### src/bmtp_pkg.sv
// Shared types, constants and helpers for the BLE-MIDI transmit packetizer.
package bmtp_pkg;

  localparam int unsigned ByteW = 8;
  localparam int unsigned TsW   = 13;

  localparam logic [ByteW-1:0] EndOfSysex = 8'hF7;
  localparam logic [ByteW-1:0] PktMsbSet  = 8'h80;

  // Controller states
  typedef enum logic [2:0] {
    ST_IDLE,
    ST_CHECK,
    ST_APPEND,
    ST_TEST,
    ST_HDR,
    ST_TS,
    ST_DATA
  } state_e;

  // Which byte the output mux presents
  typedef enum logic [1:0] {
    OUT_HDR,
    OUT_TS,
    OUT_DATA
  } out_sel_e;

  // Controller to datapath
  typedef struct packed {
    logic     load;      // capture the incoming item
    logic     append;    // write held byte at fill position
    logic     flush;     // packet done: clear fill count and first entry
    logic     idx_clr;   // restart data byte index
    logic     idx_inc;   // advance data byte index
    out_sel_e out_sel;
  } cmd_t;

  // Datapath to controller
  typedef struct packed {
    logic is_eox;     // held byte is end of sysex
    logic fill_zero;  // nothing pending
    logic msg_done;   // fixed-length message complete or buffer full
    logic with_ts;    // first buffered byte is a status byte
    logic data_last;  // current data byte is the final one
  } sts_t;

  // Message length implied by a leading byte, 0 when it has none
  function automatic logic [1:0] lead_len(input logic [ByteW-1:0] s);
    logic [1:0] len;
    len = 2'd0;
    if (s >= 8'hF4 || s == 8'hF1) begin
      len = 2'd1;
    end else if ((s >= 8'hC0 && s <= 8'hDF) || s == 8'hF3) begin
      len = 2'd2;
    end else if ((s >= 8'h80 && s <= 8'hBF) || (s >= 8'hE0 && s <= 8'hEF) ||
                 s == 8'hF2) begin
      len = 2'd3;
    end
    return len;
  endfunction

endpackage

### src/ble_midi_tx_packetizer_unit.sv
// BLE-MIDI transmit packetizer: buffers MIDI bytes and emits packet bytes.
// One item at a time. An item that completes no packet goes through accept,
// check, append and length test. A packet follows the length test with one byte
// per cycle while ready: header, timestamp byte when led by a status byte, data.
// An end of sysex with bytes pending emits two packets for one item.
// Reset clears the fill count and the controller; buffer contents are don't-care.
module ble_midi_tx_packetizer_unit import bmtp_pkg::*; #(
  parameter int unsigned TX_BUFFER_BYTES = 3
) (
  input  logic        clk_i,
  input  logic        rst_ni,
  input  logic        s_axis_tvalid,
  output logic        s_axis_tready,
  input  logic [23:0] s_axis_tdata,  // [7:0] midi_byte, [20:8] timestamp_ms
  output logic        m_axis_tvalid,
  input  logic        m_axis_tready,
  output logic [7:0]  m_axis_tdata,  // [7:0] packet_byte
  output logic        m_axis_tlast   // last_of_packet
);

  cmd_t cmd;
  sts_t sts;

  bmtp_ctrl u_ctrl (
    .clk_i     (clk_i),
    .rst_ni    (rst_ni),
    .s_valid_i (s_axis_tvalid),
    .m_ready_i (m_axis_tready),
    .sts_i     (sts),
    .cmd_o     (cmd),
    .s_ready_o (s_axis_tready),
    .m_valid_o (m_axis_tvalid),
    .m_last_o  (m_axis_tlast)
  );

  bmtp_datapath #(
    .TX_BUFFER_BYTES(TX_BUFFER_BYTES)
  ) u_dp (
    .clk_i          (clk_i),
    .rst_ni         (rst_ni),
    .midi_byte_i    (s_axis_tdata[7:0]),
    .timestamp_ms_i (s_axis_tdata[20:8]),
    .cmd_i          (cmd),
    .sts_o          (sts),
    .packet_byte_o  (m_axis_tdata)
  );

  // No input taken while packet bytes are going out
  assert property (@(posedge clk_i) disable iff (!rst_ni)
    m_axis_tvalid |-> !s_axis_tready)
    else $error("input ready while emitting");

  // An accepted item is evaluated before any output
  assert property (@(posedge clk_i) disable iff (!rst_ni)
    (s_axis_tvalid && s_axis_tready) |=> !m_axis_tvalid)
    else $error("output right after accept");

  // A packet ends with an empty buffer
  assert property (@(posedge clk_i) disable iff (!rst_ni)
    (m_axis_tvalid && m_axis_tready && m_axis_tlast) |=> sts.fill_zero)
    else $error("fill count not cleared after packet");

  // Header byte never closes a packet
  assert property (@(posedge clk_i) disable iff (!rst_ni)
    (m_axis_tvalid && cmd.out_sel == OUT_HDR) |-> !m_axis_tlast)
    else $error("header marked last");

endmodule

### src/bmtp_datapath.sv
// Datapath: held item, message buffer, fill count, byte index and output mux.
module bmtp_datapath import bmtp_pkg::*; #(
  parameter int unsigned TX_BUFFER_BYTES = 3
) (
  input  logic             clk_i,
  input  logic             rst_ni,
  input  logic [ByteW-1:0] midi_byte_i,
  input  logic [TsW-1:0]   timestamp_ms_i,
  input  cmd_t             cmd_i,
  output sts_t             sts_o,
  output logic [ByteW-1:0] packet_byte_o
);

  localparam int unsigned IdxW  = $clog2(TX_BUFFER_BYTES);
  localparam int unsigned FillW = $clog2(TX_BUFFER_BYTES + 1);

  logic [ByteW-1:0] byte_q;
  logic [TsW-1:0]   ts_q;
  logic [ByteW-1:0] buf_q [TX_BUFFER_BYTES];
  logic [FillW-1:0] fill_q, fill_d;
  logic [IdxW-1:0]  idx_q, idx_d;
  logic [1:0]       len;

  // Held item
  always_ff @(posedge clk_i) begin
    if (cmd_i.load) begin
      byte_q <= midi_byte_i;
      ts_q   <= timestamp_ms_i;
    end
  end

  // Buffer entries; the first is cleared after each packet
  always_ff @(posedge clk_i) begin
    if (cmd_i.append) begin
      buf_q[fill_q[IdxW-1:0]] <= byte_q;
    end else if (cmd_i.flush) begin
      buf_q[0] <= '0;
    end
  end

  // Fill count and data index
  always_comb begin
    fill_d = fill_q;
    if (cmd_i.flush) begin
      fill_d = '0;
    end else if (cmd_i.append) begin
      fill_d = fill_q + FillW'(1);
    end
    idx_d = idx_q;
    if (cmd_i.idx_clr) begin
      idx_d = '0;
    end else if (cmd_i.idx_inc) begin
      idx_d = idx_q + IdxW'(1);
    end
  end

  always_ff @(posedge clk_i or negedge rst_ni) begin
    if (!rst_ni) begin
      fill_q <= '0;
      idx_q  <= '0;
    end else begin
      fill_q <= fill_d;
      idx_q  <= idx_d;
    end
  end

  // Status toward the controller
  assign len               = lead_len(buf_q[0]);
  assign sts_o.is_eox      = (byte_q == EndOfSysex);
  assign sts_o.fill_zero   = (fill_q == '0);
  assign sts_o.msg_done    = ((len != 2'd0) && (fill_q == FillW'(len))) ||
                             (fill_q == FillW'(TX_BUFFER_BYTES));
  assign sts_o.with_ts     = buf_q[0][ByteW-1];
  assign sts_o.data_last   = ((FillW'(idx_q) + FillW'(1)) == fill_q);

  // Output byte: header, timestamp byte or buffered data
  always_comb begin
    unique case (cmd_i.out_sel)
      OUT_HDR:  packet_byte_o = PktMsbSet | ByteW'(ts_q[TsW-1:7]);
      OUT_TS:   packet_byte_o = PktMsbSet | ByteW'(ts_q[6:0]);
      OUT_DATA: packet_byte_o = buf_q[idx_q];
      default:  packet_byte_o = '0;
    endcase
  end

endmodule

### src/bmtp_ctrl.sv
// Controller: sequences buffering, length test and packet byte emission.
module bmtp_ctrl import bmtp_pkg::*; (
  input  logic clk_i,
  input  logic rst_ni,
  input  logic s_valid_i,
  input  logic m_ready_i,
  input  sts_t sts_i,
  output cmd_t cmd_o,
  output logic s_ready_o,
  output logic m_valid_o,
  output logic m_last_o
);

  state_e state_q, state_d;
  logic   reappend_q, reappend_d;

  // Next state
  always_comb begin
    state_d = state_q;
    unique case (state_q)
      ST_IDLE:   if (s_valid_i) state_d = ST_CHECK;
      ST_CHECK:  state_d = (sts_i.is_eox && !sts_i.fill_zero) ? ST_HDR : ST_APPEND;
      ST_APPEND: state_d = ST_TEST;
      ST_TEST:   state_d = sts_i.msg_done ? ST_HDR : ST_IDLE;
      ST_HDR:    if (m_ready_i) state_d = sts_i.with_ts ? ST_TS : ST_DATA;
      ST_TS:     if (m_ready_i) state_d = ST_DATA;
      ST_DATA: begin
        if (m_ready_i && sts_i.data_last) begin
          state_d = reappend_q ? ST_APPEND : ST_IDLE;
        end
      end
      default:   state_d = ST_IDLE;
    endcase
  end

  // Pending end-of-sysex still to be buffered after its pre-flush
  always_comb begin
    reappend_d = reappend_q;
    if (state_q == ST_CHECK) begin
      reappend_d = sts_i.is_eox && !sts_i.fill_zero;
    end else if (state_q == ST_APPEND) begin
      reappend_d = 1'b0;
    end
  end

  always_ff @(posedge clk_i or negedge rst_ni) begin
    if (!rst_ni) begin
      state_q    <= ST_IDLE;
      reappend_q <= 1'b0;
    end else begin
      state_q    <= state_d;
      reappend_q <= reappend_d;
    end
  end

  // Outputs
  always_comb begin
    cmd_o     = '{load: 1'b0, append: 1'b0, flush: 1'b0, idx_clr: 1'b0,
                  idx_inc: 1'b0, out_sel: OUT_HDR};
    s_ready_o = 1'b0;
    m_valid_o = 1'b0;
    m_last_o  = 1'b0;
    unique case (state_q)
      ST_IDLE: begin
        s_ready_o  = 1'b1;
        cmd_o.load = s_valid_i;
      end
      ST_CHECK:  ;
      ST_APPEND: cmd_o.append = 1'b1;
      ST_TEST:   ;
      ST_HDR: begin
        m_valid_o     = 1'b1;
        cmd_o.idx_clr = 1'b1;
        cmd_o.out_sel = OUT_HDR;
      end
      ST_TS: begin
        m_valid_o     = 1'b1;
        cmd_o.out_sel = OUT_TS;
      end
      ST_DATA: begin
        m_valid_o     = 1'b1;
        m_last_o      = sts_i.data_last;
        cmd_o.out_sel = OUT_DATA;
        cmd_o.idx_inc = m_ready_i;
        cmd_o.flush   = m_ready_i && sts_i.data_last;
      end
      default: ;
    endcase
  end

endmodule

### config.mk
export PLATFORM = sky130hd
export DESIGN_NAME = ble_midi_tx_packetizer_unit
export DESIGN_NICKNAME = d
export VERILOG_FILES = /design/src/bmtp_pkg.sv /design/src/ble_midi_tx_packetizer_unit.sv /design/src/bmtp_datapath.sv /design/src/bmtp_ctrl.sv
export SDC_FILE = /design/constraint.sdc
export NUM_CORES = 1
export LEC_CHECK = 0
export BUFFER_PORTS_ARGS = -buffer_cell sky130_fd_sc_hd__buf_2
export CORE_MARGIN = 2
export CORE_UTILIZATION = 30
export DETAILED_ROUTE_END_ITERATION = 7
export GPL_TIMING_DRIVEN = 0
export PLACE_DENSITY = 0.57
export SYNTH_ARGS = -nofsm -noshare
export SYNTH_HDL_FRONTEND = slang
export SYNTH_HIERARCHICAL = 1
export SYNTH_SLANG_ARGS = --single-unit
### constraint.sdc
create_clock -name clk_i -period 2.5 [get_ports clk_i]
set_input_delay 0.375 -clock clk_i [delete_from_list [all_inputs] [get_ports clk_i]]
set_output_delay 0.375 -clock clk_i [all_outputs]
set_load 0.005 [all_outputs]
# After elaboration in Yosys (flattened, before gate mapping)
# Memories as Yosys holds them, arrays and structs flattened.
# Index checks and enable logic that the tools add are counted.
classes:
  addsub: 2
  multipliers: 0
  div: 0
  order_cmp: 7
  eq_ne: 19
  n_shift: 0
  n_mux: 36
  n_bitwise: 0
  reduce_logical: 22
op_table:
  columns: ["cell", "n"]
  rows:
  - ["equality test 8 bit (second input constant)", 4]
  - ["greater-or-equal comparator 8 bit (second input constant)", 4]
  - ["less-or-equal comparator 8 bit (second input constant)", 3]
  - ["case mux 8 bit (3 select lines)", 1]
  - ["case mux 3 bit (7 select lines)", 1]
  - ["two-way mux 2 bit", 10]
  - ["two-way mux 3 bit", 6]
  - ["two-way mux 1 bit", 16]
  - ["equality test 3 bit (second input constant)", 3]
  - ["two-way mux 8 bit", 1]
  - ["nonzero test 2 bit", 4]
  - ["OR reduction 8 bit", 1]
  - ["equality test 3 x 2 -> 1 bit (second input constant)", 2]
  - ["logical AND 1 bit", 6]
  - ["!= test 2 bit (second input constant)", 3]
  - ["logical OR 1 bit", 5]
  - ["adder 2 x 1 -> 2 bit (second input constant)", 2]
  - ["equality test 2 bit", 2]
  - ["equality test 2 bit (second input constant)", 2]
  - ["logical NOT 2 bit", 2]
  - ["case mux 2 bit (2 select lines)", 1]
  - ["AND reduction 4 bit", 1]
  - ["equality test 3 x 1 -> 1 bit (second input constant)", 1]
  - ["logical NOT 3 bit", 1]
  - ["4 further kinds", 4]
word_totals:
  register_bits: 29
  latchBits: 0
  ram_bits: 24
  mem_bits_ro: 0
  in_bits: 28
  word_cells: 93
  memories: 1
mem_list:
  columns: ["memory", "words", "width", "rd", "rd_clocked_by_memory_dff", "wr", "line_no", "source"]
  rows:
  - ["u_dp.buf_q", 3, 8, 2, 0, 1, "bmtp_datapath.sv:19", "logic [ByteW-1:0] buf_q [TX_BUFFER_BYTES];"]

# Logic depth before layout (Yosys ltp)
# Gate-level depths: netlist of run 1.
# An unclocked memory read counts as a cell.
depth:
  word_depth: 13
  depth_mapped: 9

# Modules after synthesis
# Netlist of run 1, hierarchy kept.
modules_own_cells:
  columns: ["module", "n_inst", "cells_per_inst", "area_per_inst_um2", "seq_area_each_um2"]
  rows:
  - ["bmtp_datapath", 1, 142, 2048.2, 1451.4]
  - ["bmtp_ctrl", 1, 44, 360.3, 100.1]

# Worst setup path before layout of run 1
# No wires, ideal clock.
synth_path:
  path_kind: "register to register"
  start: "register u_dp.idx_q[1]"
  end: "memory u_dp.buf_q[0][0], enable pin"
  setup_time_ps: 384
  arrival_ps: 1798
  slack_ps: 318
  path_stages_with_launch: 9
  path_buffers: 1
  period_less_slack_ps: 2182
  cell_sequence: "dfrtp_1 > buf_2 > xnor2_1 > nand2_1 > o21ai_0 > nand2_1 > nor3_1 > nand2b_1 > o21ai_0"
synth_rtl:
  columns: ["item", "line_no", "source"]
  rows:
  - ["start: declaration", "bmtp_datapath.sv:21", "logic [IdxW-1:0] idx_q, idx_d;"]
  - ["start signal: assignment", "bmtp_datapath.sv:63", "idx_q <= idx_d;"]
  - ["end: declaration", "bmtp_datapath.sv:19", null]

==> results.json, run 1 <==
{
  "run_status": "finished clean",
  "layout_worst_path_cycle_share_pct": 90.0,
  "grt_pass1_vias": 1494,
  "cts-root-to-sink-buffers": 2,
  "worst_r2r_endpoint": "u_dp/buf_q[0][3]",
  "synth_top_flop_cell": "edfxtp_1",
  "number_of_pins_exceeding_their_max_slew_limit_in_the_final_report": 0,
  "gr-usage-met3_pct": 2.74,
  "postRouteWirelength_um": 4790,
  "clock_h_tree_levels": 2,
  "number_of_sinks_handled_by_clock_tree_synthesis": 53,
  "num_io_pins": 39,
  "dpl-instance-area_um2": 2710,
  "critical_path.endpoint_type": "output port",
  "worst-r2r-setup-slack_ns": 0.27,
  "post-synth-top-count-cell": "edfxtp_1",
  "synth.top_cells.by_count": "45 x edfxtp_1, 18 x nor2_1, 16 x mux2i_1, 12 x a21oi_1, 11 x and2_1",
  "final_gp_congestion": 0.848,
  "globalRouteMet1Util_pct": 14.8,
  "comb_power_share_pct": 34.3,
  "yosys-top-cells-area": "edfxtp_1 56%, dfrtp_1 8.3%, mux2i_1 6.6%, and2_1 2.9%, nor2_1 2.8%",
  "dr.first_iter.drc_count": 80,
  "worst_ep_arrival_time_ns": 1.88,
  "synth.distinct_cells": 41,
  "hold_ws_ns": 0.230,
  "share_of_cell_area_taken_by_muxes_after_synthesis_pct": 6.65,
  "drt.antenna.violating_nets": 0,
  "via_count": 1563,
  "synth-edff-count": 45,
  "totalPowerFinal_uw": 2750,
  "power_switching_uw": 956,
  "place.port_buffers": 35,
  "fp.dieArea_um2": 8760,
  "worst_ir_drop_vdd_mv": 0.380,
  "drt-wirelength-per-cell_um": 14.4,
  "clk-insertion-delay-late_ns": 0.31,
  "synth_fa_ha_area_share_pct": 1.04,
  "clk_root_buffer_cell": "clkbuf_8",
  "synthSimpleGateAreaFrac_pct": 13.1,
  "p_seq_share_pct": 46.7,
  "design_area_um2": 2850,
  "synth_top_family_by_area": "simple AND/OR/NAND/NOR gates",
  "dieWidth_um": 93.6,
  "groute.layer.met2.usage_pct": 18.6,
  "final_setup_skew_ns": 0.00441,
  "synth_fp_nets": 216,
  "setup.worst_path.start_class": "register",
  "rsz_0062_raised_after_global_routing": "false",
  "timing_hold_violations_final": 0,
  "grt_first_pass_wirelength_um": 7510,
  "final-instance-count-excl-fill": 332,
  "cts.clk_slew.worst_paths_ns": 0.10,
  "flip_flop_and_latch_count_after_synthesis": 53,
  "library_cell_with_the_largest_summed_area_after_synthesis": "edfxtp_1",
  "syn_to_final_growth_pct": 18.2,
  "place_inst": 323,
  "final_nets": 259,
  "worst-endpoint-required_ns": 2.12,
  "synthesis.yosys.warnings": 6,
  "timing.hold.worst.start": "s_axis_tdata[6]",
  "netlist_area_um2": 2410,
  "syn_avg_cell_area_um2": 12.9,
  "post_synth_xor_area_fraction_pct": 1.09,
  "p_int_uw": 1790,
  "synth-compound-area-share_pct": 10.1,
  "drive_above_1_share_pct": 27.0,
  "cts_buffers": 5,
  "worstHoldEndpoint": "u_dp/byte_q[6]",
  "post-synth-top-area-fraction_pct": 56.1,
  "setup_viol": 0,
  "placementRows": 32,
  "maxSlewHeadroom_pct": 65.2,
  "worst_pin_slew_ns": 0.521,
  "r2r_cells": 8,
  "busiest_layer": "met2",
  "detail_route.vias_per_cell": 4.71,
  "max_clock_freq_mhz": 444,
  "tritoncts_clock_tree": "yes",
  "async_reset_ff_share_pct": 15.1,
  "dpl.hpwl_um": 3410,
  "pwr_density_cell_nw_per_um2": 965,
  "clkPwrFrac_pct": 19.0,
  "max_cap_violations": 0,
  "syn-instance-count": 186,
  "path_max_fanout": 10,
  "hold_path_depth": 1,
  "fp.dieH_um": 93.6,
  "setup_total_negative_slack_ns": 0,
  "regToRegStartpoint": "u_dp/idx_q[1]",
  "diodes": 0,
  "drc": 0,
  "globalRouteOverflowTotal": 0,
  "floorplan.initialDensity_pct": 31.0,
  "track_usage_pct": 11.4,
  "grt_antenna_before_repair": 0,
  "grt_max_degree": 22,
  "sw_frac_of_total_pct": 34.8,
  "post_cts_buffers": 0,
  "cell_leakage_power_uw": 0.00104,
  "core_um2": 7770,
  "holdCritPathClass": "in2reg",
  "final_period_minus_worst_setup_slack_ns": 2.25,
  "drtPass1Iterations": 4,
  "synth-seq-area-share_pct": 64.4,
  "path_class": "reg2out"
}
## registers in the layout, indices dropped and copies added, names as in the netlist
signal and flops:
u_dp/idx_q 2, u_dp/buf_q 24, u_dp/fill_q 2, u_ctrl/reappend_q 1
u_dp/ts_q 13, u_ctrl/state_q 3, u_dp/byte_q 8
## cell families (layout without fill, tap and decap cells)
logic type      after synthesis  in the layout
xor+xnor                      3              3
buf+inv                      16             60
compound gates               38             38
simple gates                 58             58
mux                          16             16
flops                        53             53
fa+ha+maj                     2              2
## layer usage
layer	vias to the layer above	wire (um)
met5	-	0
met2	37	2380
li1	771	-
met3	7	188
met1	748	2150
met4	0	66
## through the flow
step | worst slack [ns] | util, %
5_1_grt | 0.0459 | 36.6
2_1_floorplan | 0.318 | -
6_report | 0.250 | 36.6
3_5_place_dp | -0.294 | 34.9
4_1_cts | 0.0271 | 36.5
3_3_place_gp | -0.228 | 34.9
## timing repair
action	4_1_cts	5_1_grt
hold endpoints to repair	8	0
gates resized for setup	4	6
setup endpoints to repair	9	47
hold buffers	1	0
## how the worst max path moves through the flow
stage	start	end	slack, ns
finish	u_ctrl/state_q[2]	m_axis_tdata[5]	0.25
detailed placement	u_dp/idx_q[1]	u_dp/buf_q[0][1]	-0.29
floorplan	u_dp/idx_q[1]	u_dp/buf_q[0][0]	0.32
global placement	u_dp/idx_q[1]	u_dp/buf_q[0][1]	-0.23
CTS	u_dp/idx_q[1]	u_dp/buf_q[0][1]	0.03
global route	u_ctrl/state_q[2]	m_axis_tdata[5]	0.05
## power groups by stage
stage,logic [uW],clock network (uW),registers (uW)
floorplan,668,0,1270
global placement,912,0,1300
detailed placement,924,0,1300
CTS,937,546,1280
global route,1050,581,1300
finish,942,522,1280
## placed cells by master, fill, tap and decap left out, types with 2 or more instances in the layout
cell type / instances
nand2_1: 7
ha_1: 2
dfrtp_1: 8
nor3b_1: 2
nor3_2: 2
nand2b_1: 3
o21ai_0: 6
nor2_1: 17
o22ai_1: 7
buf_2: 38
nor2_2: 2
inv_6: 2
edfxtp_1: 45
and2_1: 11
nand4_1: 2
xnor2_1: 2
clkbuf_8: 5
nand3b_1: 5
mux2i_1: 16
a21oi_1: 12
inv_1: 6
buf_4: 5
nand2b_2: 2
## cell type report
cell class / instances / area [um^2]
Fill cell: 776 / 4920
Inverter: 6 / 22.5
Sequential cell: 53 / 1550
Clock inverter: 3 / 28.8
Multi-Input combinational cell: 117 / 793
Clock buffer: 5 / 68.8
Tap cell: 102 / 128
Timing Repair Buffer: 36 / 185
Buffer: 10 / 68.8
## critical path: stages (launching register included)
cell and delay [ns]:
dfrtp_1 0.45, buf_4 0.19, nor3b_1 0.13, buf_4 0.19, nand2b_2 0.26, o22ai_1 0.19
buf_2 0.14
No activity file was read; power rests on OpenSTA's default activity.
==> inputs of run 2 (changes only) <==
Settings changed: RECOVER_POWER set to 100.
==> run 2 against run 1 <==
Flip-flop and latch count unchanged; setup slack worse by 0.011 ns; power down 0.67%; cell area down 0.53%; critical path type is now reg2reg.
==> results.json, run 2 (synthesis results as in run 1) <==
{
  "run_status": "finished clean",
  "globalRouteOverflowTotal": 0,
  "core_um2": 7770,
  "layout.cells.most_common_list": "45 x edfxtp_1, 31 x buf_2, 17 x nor2_1, 16 x mux2i_1, 12 x a21oi_1",
  "reg.largest.list": "u_dp/buf_q: 24 flops, u_dp/ts_q: 13 flops, u_dp/byte_q: 8 flops",
  "drc": 0,
  "post_cts_buffers": 0,
  "grt_max_degree": 22,
  "cts_buffers": 5,
  "worst-endpoint-required_ns": 2.55,
  "layout_worst_path_cycle_share_pct": 90.5,
  "fp.dieArea_um2": 8760,
  "num_io_pins": 39,
  "final_setup_skew_ns": 0.00352,
  "max_cap_violations": 0,
  "number_of_sinks_handled_by_clock_tree_synthesis": 53,
  "fp.dieH_um": 93.6,
  "worst_ep_arrival_time_ns": 2.31,
  "floorplan.initialDensity_pct": 31.0,
  "worst_ir_drop_vdd_mv": 0.381,
  "dieWidth_um": 93.6,
  "rsz_0062_raised_after_global_routing": "false",
  "clock_h_tree_levels": 2,
  "worst_pin_slew_ns": 0.949,
  "nFillCells": 775,
  "r2r_cells": 8,
  "dpl.hpwl_um": 3410,
  "path_class": "reg2reg",
  "p_seq_share_pct": 47.0,
  "p_int_uw": 1780,
  "number_of_pins_exceeding_their_max_slew_limit_in_the_final_report": 0,
  "regToRegStartpoint": "u_dp/idx_q[1]",
  "final_gp_congestion": 0.848,
  "postRouteWirelength_um": 4800,
  "cp-startpoint": "u_dp/idx_q[1]",
  "largest-register": "u_dp/buf_q",
  "worst-r2r-setup-slack_ns": 0.24,
  "final_common_cell": "edfxtp_1",
  "placementRows": 32,
  "cts-root-to-sink-buffers": 2,
  "clkPwrFrac_pct": 19.1,
  "place.port_buffers": 35,
  "drtPass1Iterations": 4,
  "sw_frac_of_total_pct": 34.9,
  "cell_leakage_power_uw": 0.00101,
  "worst_r2r_endpoint": "u_dp/buf_q[1][2]",
  "track_usage_pct": 11.4,
  "clk-insertion-delay-late_ns": 0.31,
  "path_max_fanout": 9,
  "drive_above_1_share_pct": 23.0,
  "maxSlewHeadroom_pct": 36.8,
  "largest_register_ffs": 24,
  "detail_route.vias_per_cell": 4.69,
  "place_inst": 323,
  "final_period_minus_worst_setup_slack_ns": 2.26,
  "final-instance-count-excl-fill": 332,
  "tritoncts_clock_tree": "yes",
  "comb_power_share_pct": 33.9,
  "pwr_density_cell_nw_per_um2": 964,
  "clk_root_buffer_cell": "clkbuf_8",
  "dr.first_iter.drc_count": 96,
  "diodes": 0,
  "final_nets": 259,
  "design_area_um2": 2830,
  "via_count": 1557,
  "grt_antenna_before_repair": 0,
  "setup_viol": 0,
  "power_switching_uw": 953,
  "setup.worst_path.start_class": "register",
  "critical_path.endpoint_type": "register",
  "setup.worst_path.end": "u_dp/buf_q[1][2]",
  "dpl-instance-area_um2": 2710,
  "cts.clk_slew.worst_paths_ns": 0.10,
  "grt_first_pass_wirelength_um": 7510,
  "syn_to_final_growth_pct": 17.6,
  "drt.antenna.violating_nets": 0,
  "drt-wirelength-per-cell_um": 14.4,
  "max_clock_freq_mhz": 442,
  "timing_hold_violations_final": 0,
  "grt_pass1_vias": 1494,
  "holdCritPathClass": "in2reg"
}
-- run 2: changes by cell type in the layout (fill, tap and decap cells not counted) --
cell,before,now
and2_2,1,0
clkbuf_1,0,7
and2_0,0,10
and2_1,11,2
nor3_2,2,1
buf_2,38,31
nor3_1,0,1
-- run 2: worst min-delay path by stage --
stage,to,cells after the start,slack [ns],from
4_1_cts,u_dp/byte_q[1],1,0.21,s_axis_tdata[1]
3_5_place_dp,u_dp/fill_q[0],1,0.24,rst_ni
6_report,u_dp/byte_q[6],1,0.23,s_axis_tdata[6]
2_1_floorplan,u_ctrl/reappend_q,0,0.08,rst_ni
3_3_place_gp,u_ctrl/reappend_q,1,0.23,rst_ni
5_1_grt,u_dp/byte_q[3],1,0.21,s_axis_tdata[3]
-- run 2: worst max-delay path, stage by stage, from the launching register on --
cell and delay (ns):
dfrtp_1 0.37, buf_2 0.19, xnor2_1 0.21, nand2_1 0.07
o21ai_0 0.29, nand2_1 0.17, nor3_2 0.25, nand2b_2 0.19
and2_0 0.26
-- run 2: layout make-up --
class	instances	area [um^2]	share of cell area, %
sequential	53	1550	54.8
multi-input combinational	117	787	27.8
timing repair buffer	36	176	6.23
tap	102	128	4.51
clock buffer	5	68.8	2.43
buffer	10	68.8	2.43
clock inverter	3	28.8	1.02
inverter	6	22.5	0.795
-- run 2: per-layer routing --
metal  GRT usage, %  up-vias  wire length [um]
met5              0        -                 0
met4           3.99        0                48
met3           2.74        4               200
met2           18.6       32              2420
met1           14.8      750              2130
li1               -      771                 -
-- run 2: power by group through the flow --
stage / Clock, uW / Combinational [uW] / Sequential, uW
2_1_floorplan: 0 / 668 / 1270
3_3_place_gp: 0 / 912 / 1300
3_5_place_dp: 0 / 924 / 1300
4_1_cts: 546 / 937 / 1280
5_1_grt: 581 / 1030 / 1300
6_report: 521 / 925 / 1280
-- run 2: what timing repair did --
item / in CTS / in global routing
resized for setup: 4 / 6
setup endpoints to repair: 9 / 47
hold buffers: 1 / 0
endpoints found under the hold margin: 8 / 0
-- run 2: metrics by stage --
step	power, uW	utilization [%]	TNS, ns	hold slack (ns)	setup WS, ns
after floorplan	1940	-	0	0.0794	0.318
after global placement	2210	34.9	-1.82	0.234	-0.228
after detailed placement	2230	34.9	-2.35	0.235	-0.294
after CTS	2770	36.5	0	0.213	0.0271
after global routing	2910	36.5	0	0.208	0.0588
final	2730	36.5	0	0.231	0.239
==> inputs of run 3 (changes only) <==
Settings changed: CELL_PAD_IN_SITES_DETAIL_PLACEMENT set to 1, CELL_PAD_IN_SITES_GLOBAL_PLACEMENT set to 2, PLACE_DENSITY 0.57 to 0.74.
==> run 3 against run 2 <==
Worst hold slack better by 0.0089 ns; clock skew is 0.0030 ns higher; first-iteration DRC count is 35% lower; core utilization is 0.065 points lower; setup slack worse by 0.037 ns; sequential share of layout area is 0.097 points higher; die area stayed put; register-to-register slack hardly changed; cell area is 0.18% lower.
==> results.json, run 3 (synthesis results as in run 1) <==
{
  "place.port_buffers": 35,
  "tritoncts_clock_tree": "yes",
  "layout.cells.most_common_list": "45 x edfxtp_1, 31 x buf_2, 16 x nor2_1, 16 x mux2i_1, 12 x a21oi_1",
  "grt_pass1_vias": 1638,
  "final_common_cell": "edfxtp_1",
  "core_um2": 7770,
  "setup.worst_path.start_class": "register",
  "final_period_minus_worst_setup_slack_ns": 2.30,
  "drt-wirelength-per-cell_um": 15.6,
  "worst_pin_slew_ns": 1.01,
  "final_gp_congestion": 0.775,
  "num_io_pins": 39,
  "dr.first_iter.drc_count": 62,
  "post_cts_buffers": 0,
  "globalRouteOverflowTotal": 0,
  "via_count": 1562,
  "final_nets": 259,
  "number_of_sinks_handled_by_clock_tree_synthesis": 53,
  "run_status": "finished clean",
  "grt_max_degree": 22,
  "dpl.hpwl_um": 3820,
  "nFillCells": 877,
  "drc": 0,
  "worst_ir_drop_vdd_mv": 0.317,
  "pwr_density_cell_nw_per_um2": 959,
  "final_setup_skew_ns": 0.00651,
  "clk-insertion-delay-late_ns": 0.30,
  "worst-endpoint-required_ns": 2.12,
  "clock_h_tree_levels": 2,
  "cts-root-to-sink-buffers": 2,
  "cell_leakage_power_uw": 0.00101,
  "reg.largest.list": "u_dp/buf_q: 24 flops, u_dp/ts_q: 13 flops, u_dp/byte_q: 8 flops",
  "clk_root_buffer_cell": "clkbuf_8",
  "fp.dieH_um": 93.6,
  "largest_register_ffs": 24,
  "layout_worst_path_cycle_share_pct": 91.9,
  "worst_ep_arrival_time_ns": 1.92,
  "cts.clk_slew.worst_paths_ns": 0.10,
  "detail_route.vias_per_cell": 4.70,
  "drt.antenna.violating_nets": 0,
  "grt_first_pass_wirelength_um": 8320,
  "totalPowerFinal_uw": 2710,
  "critical_path.endpoint_type": "output port",
  "placement.setup.worst_slack_ns": -0.267,
  "fp.dieArea_um2": 8760,
  "floorplan.initialDensity_pct": 31.0,
  "syn_to_final_growth_pct": 17.4,
  "holdCritPathClass": "in2reg",
  "timing_hold_violations_final": 0,
  "cts_buffers": 5,
  "track_usage_pct": 12.7,
  "drive_above_1_share_pct": 23.9,
  "postRouteWirelength_um": 5180,
  "setup_total_negative_slack_ns": 0,
  "diodes": 0,
  "number_of_pins_exceeding_their_max_slew_limit_in_the_final_report": 0,
  "placementRows": 32,
  "path_class": "reg2out",
  "setup_viol": 0,
  "max_clock_freq_mhz": 435,
  "utilization_pct": 36.4,
  "rsz_0062_raised_after_global_routing": "false",
  "path_max_fanout": 10,
  "drtPass1Iterations": 4,
  "max_cap_violations": 0,
  "grt_antenna_before_repair": 0,
  "dieWidth_um": 93.6,
  "final_critical_path_setup_slack_ns": 0.201,
  "largest-register": "u_dp/buf_q",
  "maxSlewHeadroom_pct": 32.6
}
==> run 3: changes by cell type in the layout (fill, tap and decap cells not counted), sizes merged <==
cell      previous run  this run
inv                  9         7
buf                 37        36
clkbuf              13        14
clkinv               0         1
clkinvlp             0         1
==> run 3: final timing paths <==
kind	from	slack, ns	cells after the start	end
max in group asynchronous	rst_ni	1.64	2	u_ctrl/state_q[1]
setup reg to reg	u_dp/idx_q[1]	0.23	8	u_dp/buf_q[0][4]
setup / recovery	u_ctrl/state_q[2]	0.20	6	m_axis_tdata[3]
hold reg to reg	u_ctrl/reappend_q	0.58	2	u_ctrl/reappend_q
min in group asynchronous	rst_ni	0.53	2	u_dp/idx_q[0]
hold / removal	s_axis_tdata[18]	0.24	1	u_dp/ts_q[10]
==> run 3: through the flow <==
step / area [um^2] / hold WS (ns) / cells
floorplan: 2410 / 0.0794 / 186
global placement: 2710 / 0.237 / 323
detailed placement: 2710 / 0.241 / 323
CTS: 2820 / 0.228 / 332
global route: 2830 / 0.224 / 332
finish: 2830 / 0.240 / 332
==> run 3: where the power goes <==
part	total, uW	switching [uW]	internal [uW]
clock	480	281	199
combinational	939	559	380
sequential	1290	105	1190
total	2710	945	1760
==> run 3: cell type report <==
| type | count | area [um^2] | share of cell area, % |
|---|---|---|---|
| Sequential cell | 53 | 1550 | 54.9 |
| Multi-Input combinational cell | 117 | 787 | 27.8 |
| Timing Repair Buffer | 36 | 179 | 6.33 |
| Tap cell | 102 | 128 | 4.52 |
| Clock buffer | 5 | 68.8 | 2.43 |
| Buffer | 10 | 68.8 | 2.43 |
| Inverter | 6 | 22.5 | 0.797 |
| Clock inverter | 3 | 21.3 | 0.753 |
==> run 3: per-layer routing <==
metal,vias up,global-route usage [%],share of wire [%]
met1,762,17.1,47
met2,27,20.4,48
met3,4,2.42,2.9
met5,-,0,0
met4,0,5.07,1.4
li1,769,-,-
==> run 3: worst max-delay path: stages (launching register included) <==
cell,delay [ns]
dfrtp_1,0.45
buf_4,0.20
nor3b_1,0.14
clkbuf_4,0.21
nand2b_2,0.28
o22ai_1,0.21
clkbuf_1,0.13
==> run 3: timing repair <==
item                                    in CTS  in global routing
endpoints found under the setup margin      15                 47
pin swaps                                    0                  0
hold endpoints to repair                     8                  0
hold buffers                                 1                  0
gates resized for setup                      4                  6
